### src/design/nfa_pkg.sv
// ----------------------------------------------------------------------------
// nfa_pkg: shared types and constants for the NFA prefix matcher
// Table entry layout, kind and command codes, and the byte class decoder.
// ----------------------------------------------------------------------------
package nfa_pkg;

    localparam int NUM_STATES = 64;
    localparam int IDX_W      = $clog2(NUM_STATES);
    localparam int POS_BITS   = 16;
    localparam int END_W      = 16;

    localparam int IN_DATA_W  = 40;
    localparam int OUT_DATA_W = 24;

    localparam logic [1:0] CMD_LOAD  = 2'd0;
    localparam logic [1:0] CMD_BEGIN = 2'd1;
    localparam logic [1:0] CMD_CHAR  = 2'd2;
    localparam logic [1:0] CMD_NOP   = 2'd3;

    localparam logic [8:0] KIND_MATCH = 9'd256;
    localparam logic [8:0] KIND_SPLIT = 9'd257;
    localparam logic [8:0] KIND_ANY   = 9'd258;
    localparam logic [8:0] KIND_DIGIT = 9'd259;
    localparam logic [8:0] KIND_WORD  = 9'd260;
    localparam logic [8:0] KIND_SPACE = 9'd261;

    typedef struct packed {
        logic [8:0]       kind;
        logic [IDX_W-1:0] next;
        logic             next_valid;
        logic [IDX_W-1:0] alt;
        logic             alt_valid;
    } nfa_entry_t;

    function automatic logic is_digit(input logic [7:0] ch);
        is_digit = (ch >= 8'h30) && (ch <= 8'h39);
    endfunction

    function automatic logic byte_accepted(input logic [8:0] kind, input logic [7:0] ch);
        logic res;
        case (kind)
            KIND_ANY:   res = (ch != 8'h00);
            KIND_DIGIT: res = is_digit(ch);
            KIND_WORD:  res = is_digit(ch) || (ch >= 8'h61 && ch <= 8'h7a) ||
                              (ch >= 8'h41 && ch <= 8'h5a) || (ch == 8'h5f);
            KIND_SPACE: res = (ch == 8'h20) || (ch == 8'h09) || (ch == 8'h0a) ||
                              (ch == 8'h0d);
            default:    res = !kind[8] && (kind[7:0] == ch);
        endcase
        byte_accepted = res;
    endfunction

endpackage

### src/design/nfa_regex_prefix_matcher.sv
// ----------------------------------------------------------------------------
// nfa_regex_prefix_matcher: anchored Thompson NFA simulation over a byte stream
// Sequence: load writes its table entry on accept; begin runs closure passes (at
//   least one) until none changes, then a final scan; char adds a step scan first.
// Throughput: one request at a time; table memory has a single read port,
//   one entry per cycle, which sets the scan length.
// Reset: rst_n async, clears active set, match record, position and start_state;
//   table contents undefined until loaded.
// ----------------------------------------------------------------------------
module nfa_regex_prefix_matcher #(
    parameter int POS_BITS = nfa_pkg::POS_BITS
) (
    input  logic                           clk,
    input  logic                           rst_n,
    input  logic                           s_tvalid,
    output logic                           s_tready,
    // [7:0] char_in, [13:8] entry_index, [22:14] entry_kind, [28:23] entry_next,
    // [29] entry_next_valid, [35:30] entry_alt, [36] entry_alt_valid
    input  logic [nfa_pkg::IN_DATA_W-1:0]  s_tdata,
    // [1:0] cmd
    input  logic [1:0]                     s_tuser,
    output logic                           m_tvalid,
    input  logic                           m_tready,
    // [0] matched, [16:1] match_len, [17] any_active
    output logic [nfa_pkg::OUT_DATA_W-1:0] m_tdata,
    input  logic                           cfg_valid,
    output logic                           cfg_ready,
    input  logic [nfa_pkg::IDX_W-1:0]      cfg_data
);
    import nfa_pkg::*;

    typedef enum logic [4:0] {
        ST_IDLE  = 5'b00001,
        ST_STEP  = 5'b00010,
        ST_CLOSE = 5'b00100,
        ST_FINAL = 5'b01000,
        ST_DONE  = 5'b10000
    } state_t;

    localparam logic [POS_BITS-1:0] POS_MAX = '1;

    state_t                  state_reg, state_next;
    logic [IDX_W:0]          cnt_reg, cnt_next;
    logic                    rd_vld_reg, rd_vld_next;
    logic [IDX_W-1:0]        rd_idx_reg, rd_idx_next;
    nfa_entry_t              rd_data_reg;
    logic [NUM_STATES-1:0]   seed_reg, seed_next;
    logic [NUM_STATES-1:0]   active_reg, active_next;
    logic                    changed_reg, changed_next;
    logic                    any_reg, any_next;
    logic                    hit_reg, hit_next;
    logic [7:0]              char_reg, char_next;
    logic [POS_BITS-1:0]     position_reg, position_next;
    logic [POS_BITS-1:0]     longest_reg, longest_next;
    logic                    match_seen_reg, match_seen_next;
    logic [IDX_W-1:0]        start_reg;
    logic                    out_valid_reg, out_valid_next;
    logic [OUT_DATA_W-1:0]   out_data_reg, out_data_next;

    nfa_entry_t              tbl_mem [NUM_STATES];
    nfa_entry_t              wr_entry;
    logic                    tbl_we;
    logic                    in_acc;
    logic                    issue, scan_done;
    logic [END_W-1:0]        end16;

    assign s_tready  = (state_reg == ST_IDLE);
    assign cfg_ready = 1'b1;
    assign m_tvalid  = out_valid_reg;
    assign m_tdata   = out_data_reg;
    assign in_acc    = s_tvalid && s_tready;

    assign wr_entry.kind       = s_tdata[22:14];
    assign wr_entry.next       = s_tdata[28:23];
    assign wr_entry.next_valid = s_tdata[29];
    assign wr_entry.alt        = s_tdata[35:30];
    assign wr_entry.alt_valid  = s_tdata[36];
    assign tbl_we = in_acc && (s_tuser == CMD_LOAD);

    // table memory: one write, one registered read per cycle
    always_ff @(posedge clk)
    begin
        if (tbl_we)
        begin
            tbl_mem[s_tdata[13:8]] <= wr_entry;
        end
        rd_data_reg <= tbl_mem[cnt_reg[IDX_W-1:0]];
    end

    // scan sequencer: read data arrives in the cycle after its address is issued
    assign issue     = (state_reg != ST_IDLE) && (state_reg != ST_DONE) &&
                       (cnt_reg < (IDX_W+1)'(NUM_STATES));
    assign scan_done = !issue && !rd_vld_reg;

    always_comb
    begin
        state_next      = state_reg;
        cnt_next        = issue ? cnt_reg + 1'b1 : cnt_reg;
        rd_vld_next     = issue;
        rd_idx_next     = cnt_reg[IDX_W-1:0];
        seed_next       = seed_reg;
        active_next     = active_reg;
        changed_next    = changed_reg;
        any_next        = any_reg;
        hit_next        = hit_reg;
        char_next       = char_reg;
        position_next   = position_reg;
        longest_next    = longest_reg;
        match_seen_next = match_seen_reg;
        out_valid_next  = out_valid_reg && !m_tready;
        out_data_next   = out_data_reg;
        end16           = '0;

        unique case (state_reg)
            ST_IDLE:
            begin
                if (in_acc)
                begin
                    cnt_next    = '0;
                    rd_vld_next = 1'b0;
                    if (s_tuser == CMD_BEGIN)
                    begin
                        match_seen_next     = 1'b0;
                        longest_next        = '0;
                        position_next       = '0;
                        seed_next           = '0;
                        seed_next[start_reg] = 1'b1;
                        changed_next        = 1'b0;
                        state_next          = ST_CLOSE;
                    end
                    else if (s_tuser == CMD_CHAR)
                    begin
                        seed_next  = '0;
                        char_next  = s_tdata[7:0];
                        if (position_reg != POS_MAX)
                        begin
                            position_next = position_reg + 1'b1;
                        end
                        state_next = ST_STEP;
                    end
                end
            end
            ST_STEP:
            begin
                if (rd_vld_reg && active_reg[rd_idx_reg] && rd_data_reg.next_valid &&
                    byte_accepted(rd_data_reg.kind, char_reg))
                begin
                    seed_next[rd_data_reg.next] = 1'b1;
                end
                if (scan_done)
                begin
                    cnt_next     = '0;
                    changed_next = 1'b0;
                    state_next   = ST_CLOSE;
                end
            end
            ST_CLOSE:
            begin
                if (rd_vld_reg && seed_reg[rd_idx_reg] && rd_data_reg.kind == KIND_SPLIT)
                begin
                    if (rd_data_reg.next_valid && !seed_next[rd_data_reg.next])
                    begin
                        seed_next[rd_data_reg.next] = 1'b1;
                        changed_next = 1'b1;
                    end
                    if (rd_data_reg.alt_valid && !seed_next[rd_data_reg.alt])
                    begin
                        seed_next[rd_data_reg.alt] = 1'b1;
                        changed_next = 1'b1;
                    end
                end
                if (scan_done)
                begin
                    cnt_next     = '0;
                    changed_next = 1'b0;
                    if (!changed_reg)
                    begin
                        any_next   = 1'b0;
                        hit_next   = 1'b0;
                        state_next = ST_FINAL;
                    end
                end
            end
            ST_FINAL:
            begin
                if (rd_vld_reg)
                begin
                    active_next[rd_idx_reg] = seed_reg[rd_idx_reg] &&
                                              (rd_data_reg.kind != KIND_SPLIT);
                    if (seed_reg[rd_idx_reg] && rd_data_reg.kind != KIND_SPLIT)
                    begin
                        any_next = 1'b1;
                        if (rd_data_reg.kind == KIND_MATCH)
                        begin
                            hit_next = 1'b1;
                        end
                    end
                end
                if (scan_done)
                begin
                    state_next = ST_DONE;
                end
            end
            ST_DONE:
            begin
                if (!out_valid_reg || m_tready)
                begin
                    if (hit_reg)
                    begin
                        longest_next = position_reg;
                    end
                    match_seen_next = match_seen_reg || hit_reg;
                    end16           = END_W'(longest_next);
                    out_valid_next  = 1'b1;
                    out_data_next   = '0;
                    out_data_next[0]    = match_seen_next;
                    out_data_next[16:1] = match_seen_next ? end16 : '0;
                    out_data_next[17]   = any_reg;
                    state_next      = ST_IDLE;
                end
            end
            default:
            begin
                state_next = ST_IDLE;
            end
        endcase
    end

    always_ff @(posedge clk or negedge rst_n)
    begin
        if (!rst_n)
        begin
            state_reg      <= ST_IDLE;
            cnt_reg        <= '0;
            rd_vld_reg     <= 1'b0;
            active_reg     <= '0;
            match_seen_reg <= 1'b0;
            longest_reg    <= '0;
            position_reg   <= '0;
            start_reg      <= '0;
            out_valid_reg  <= 1'b0;
            changed_reg    <= 1'b0;
        end
        else
        begin
            state_reg      <= state_next;
            cnt_reg        <= cnt_next;
            rd_vld_reg     <= rd_vld_next;
            active_reg     <= active_next;
            match_seen_reg <= match_seen_next;
            longest_reg    <= longest_next;
            position_reg   <= position_next;
            out_valid_reg  <= out_valid_next;
            changed_reg    <= changed_next;
            if (cfg_valid && cfg_ready)
            begin
                start_reg <= cfg_data;
            end
        end
    end

    // payload registers
    always_ff @(posedge clk)
    begin
        rd_idx_reg   <= rd_idx_next;
        seed_reg     <= seed_next;
        any_reg      <= any_next;
        hit_reg      <= hit_next;
        char_reg     <= char_next;
        out_data_reg <= out_data_next;
    end

endmodule

### config.mk
export PLATFORM = sky130hd
export DESIGN_NAME = nfa_regex_prefix_matcher
export DESIGN_NICKNAME = d
export VERILOG_FILES = /design/src/design/nfa_pkg.sv /design/src/design/nfa_regex_prefix_matcher.sv
export SDC_FILE = /design/constraint.sdc
export NUM_CORES = 2
export LEC_CHECK = 0
export ABC_AREA = 0
export ABC_CLOCK_PERIOD_IN_PS = 10300
export BUFFER_PORTS_ARGS = -buffer_cell sky130_fd_sc_hd__buf_4
export CAP_MARGIN = 20
export CORE_ASPECT_RATIO = 0.8
export CORE_MARGIN = 3
export CORE_UTILIZATION = 56
export DETAILED_ROUTE_END_ITERATION = 10
export PLACE_DENSITY = 0.75
export SKIP_LAST_GASP = 1
export SYNTH_ARGS = -nofsm -noshare
export SYNTH_HDL_FRONTEND = slang
export SYNTH_SLANG_ARGS = --single-unit
### constraint.sdc
create_clock -name clk -period 10.3 [get_ports clk]
set_input_delay 1.545 -clock clk [delete_from_list [all_inputs] [get_ports clk]]
set_output_delay 1.545 -clock clk [all_outputs]
set_load 0.03 [all_outputs]
==> run_results.csv <==
group,metric,value,unit
worst_setup_path,reg2reg_slack,5360,ps
synthesis,ys_warn_count,0,
clocking,cts_tree,"built",
synthesis,synth_area,70150,um^2
worst_setup_path,regToRegEndpoint,"seed_reg[22]",
synthesis,synth-seq-cells,1711,
route,dr.pass1.iters,6,
worst_setup_path,worstSetupEndpointType,"register",
min_path,hold_depth,0,
timing,maxSlewViolCount,0,
pwr,switching_share,20.06,%
synthesis,ys_seq_area_share,71.98,%
pwr,seq_power_share,55.3,%
finish,syn2layout_area_growth,11.20,%
worst_setup_path,critPathRequiredTime,10780,ps
timing,post-route-min-period,4937,ps
finish,drive_above_1_share,26.66,%
clocking,clkTransAtPathRegs,60,ps
route,vias_per_cell,6.989,
timing,timing.final.crit_share,47.93,%
placement,globalplace.congestion,0.9928,
route,drt_iter0_markers,5777,
pwr,power_frac_comb,1.1,%
die,die_y,322.6,um
clocking,htree_num_levels,4,
finish,fin_nets,3785,
global_routing,grt_pass1_wl,271.6,mm
worst_setup_path,arrival,5420,ps
timing,rsz0062_at_grt,"false",
min_path,min_to,"m_tdata[17]",
global_routing,grt_pass1_vias,37730,
die,io_pins,80,
flow_run,maxCapViolations,0,
placement,dpl-instance-area,72720,um^2
global_routing,grt_util_all_layers,29.36,%
placement,port_buffers,69,
die,die_w,401.7,um
synthesis,ys_async_sr_fraction,6.897,%
worst_setup_path,crit_type,"register to register",
global_routing,grt_overflow,0,
pwr,pwr-share-clk,43.6,%
global_routing,grt_start_max_net_pins,138,
timing,fmaxAchievable,202.6,MHz
synthesis,yosys.area.top_type_share,66.94,%
synthesis,synth_ff_type,"edfxtp_1",
worst_setup_path,start_kind,"register",
synthesis,yosys.cell_types.count,80,
route,via_count,38460,
placement,post-place-cells,5201,
pwr,p_sw,2753,uW
synthesis,syn_inst,3640,
synthesis,synth_edf_count,1564,
die,rows,115,
pwr,powerDensity,175.9,nW/um^2
clocking,worstSkewPairLatency,790,ps
die,die-area,129600,um^2
clocking,cts_root_buffer,"clkbuf_16",
die,initial_core_util,56.76,%
clocking,cts-buffers-inserted,160,
die,core,123600,um^2
clocking,cts_resized,0,
clocking,cts.sinks,1711,
synthesis,synth_area_leaders,"edfxtp_1 (67%), mux4_2 (16%), dfrtp_1 (4.2%), o31ai_1 (1.2%), o21ai_0 (0.83%)",
pwr,finalPower,13720,uW
timing,setup_viol,0,
worst_setup_path,worstPathMaxFanout,48,
clocking,clockBufferDepth,3,
timing,final_hold_viol_count,0,
clocking,post-cts-setup-buffers,0,
outcome,status,"complete, no violations",
route,routedWlPerCell,34.17,um
global_routing,antenna_found_initial,18,
pwr,p_int,10970,uW
placement,dpl.hpwl,101.6,mm
route,routed_wl,188.0,mm
route,drc,0,
timing,setup_tns,0,ps
pwr,ir_drop,0.1729,mV
timing,clock_skew,31.79,ps
min_path,min_path_type,"register to register",
finish,fin_area,78010,um^2
finish,largest_reg_flops,1472,
synthesis,synth_area_leader_cell,"edfxtp_1",
timing,slew-limit-headroom,19.23,%
finish,layoutNonFillerInstCount,5503,
clocking,hold_buffers,0,
route,drtAntennaViolNets,0,
synthesis,syn_avg_cell_area,19.27,um^2
worst_setup_path,r2r-start,"rd_data_reg[9]",
timing,worst_pin_slew,1207,ps
min_path,hold_start,"any_reg",
pwr,p_leak,0.02445,uW
worst_setup_path,reg2regPathDepth,8,
-- worst max-delay path, stage by stage, from the launching register on --
cell and delay [ps]:
dfxtp_1 300, buf_4 390, mux4_2 620, a21boi_1 170, o31ai_1 150, or4_1 770
nor3_4 830, a2111o_2 990, o21ai_0 310
-- layout by cell type, fill, tap and decap left out, drive strengths merged, types with 37 or more instances in the layout --
cell type / Yosys / layout
mux4: 503 / 503
nand2: 120 / 120
nor2: 139 / 139
o21ai: 117 / 117
mux2i: 37 / 37
o22ai: 62 / 62
edfxtp: 1564 / 1564
nand3: 52 / 52
clkinv: 2 / 55
dfrtp: 117 / 117
o31ai: 113 / 113
a21oi: 104 / 104
buf: 102 / 169
clkbuf: 147 / 212
-- power by group through the flow --
stage          Clock (uW)  Sequential (uW)  Combinational (uW)
3_5_place_dp            0             7730                 148
6_report             5990             7580                 150
4_1_cts              6060             7580                 149
2_1_floorplan           0             7720                25.3
3_3_place_gp            0             7730                 141
5_1_grt              6320             7580                 162
-- per-layer routing --
layer | vias up | routed length [um] | GRT usage [%]
li1 | 15370 | - | -
met5 | - | 153 | 0.4296
met4 | 12 | 5322 | 9.399
met2 | 2646 | 86100 | 43.65
met1 | 20110 | 72650 | 42.89
met3 | 321 | 23800 | 8.150
-- how the worst max path moves through the flow --
stage                   startpoint             end  slack (ps)  cells after the start
finish              rd_data_reg[9]    seed_reg[22]        5360                      8
global route        rd_data_reg[9]    seed_reg[22]        5310                      8
CTS                 rd_data_reg[9]    seed_reg[22]        5570                      8
detailed placement        s_tvalid  tbl_mem[22][0]        5440                      6
global placement          s_tvalid  tbl_mem[22][0]        5450                      6
floorplan               s_tuser[1]     seed_reg[0]        6000                      6
-- per-stage QoR --
step,utilization (%),setup WS [ps],hold slack [ps]
2_1_floorplan,-,6002,345.4
3_3_place_gp,58.83,5449,425.2
3_5_place_dp,58.83,5442,414.4
4_1_cts,63.07,5571,428.3
5_1_grt,63.10,5314,459.5
6_report,63.12,5363,433.2
-- cell families after synthesis --
group                    Yosys count  synth area share (%)
AND/OR/NAND/NOR                  496                 3.553
buffers and inverters            274                 1.644
other                              2               0.01070
adder cells (fa/ha/maj)            5               0.08917
multiplexers                     566                 17.09
flip-flops                      1711                 71.98
AO/OA/AOI/OAI                    554                 5.227
XOR/XNOR                          32                0.3995
-- synth_stat cells, types with 28 or more instances --
library cell	n
mux2i_1	37
a21oi_1	103
dfxtp_1	29
o31ai_1	110
dfrtp_1	117
o22ai_1	62
mux4_2	503
buf_2	28
clkbuf_1	147
buf_1	58
o21ai_0	117
nand3_1	52
edfxtp_1	1564
nor2_1	139
nand2_1	120
-- final cells by class --
class,count,area [um^2]
multi-input combinational,1660,18750
clock buffer,212,4407
antenna,9,22.52
sequential,1711,50520
tap,1638,2049
timing repair buffer,169,1335
inverter,25,93.84
fill,8149,45590
clock inverter,79,834.6
Note: power is estimated with default switching activity, not from simulation.
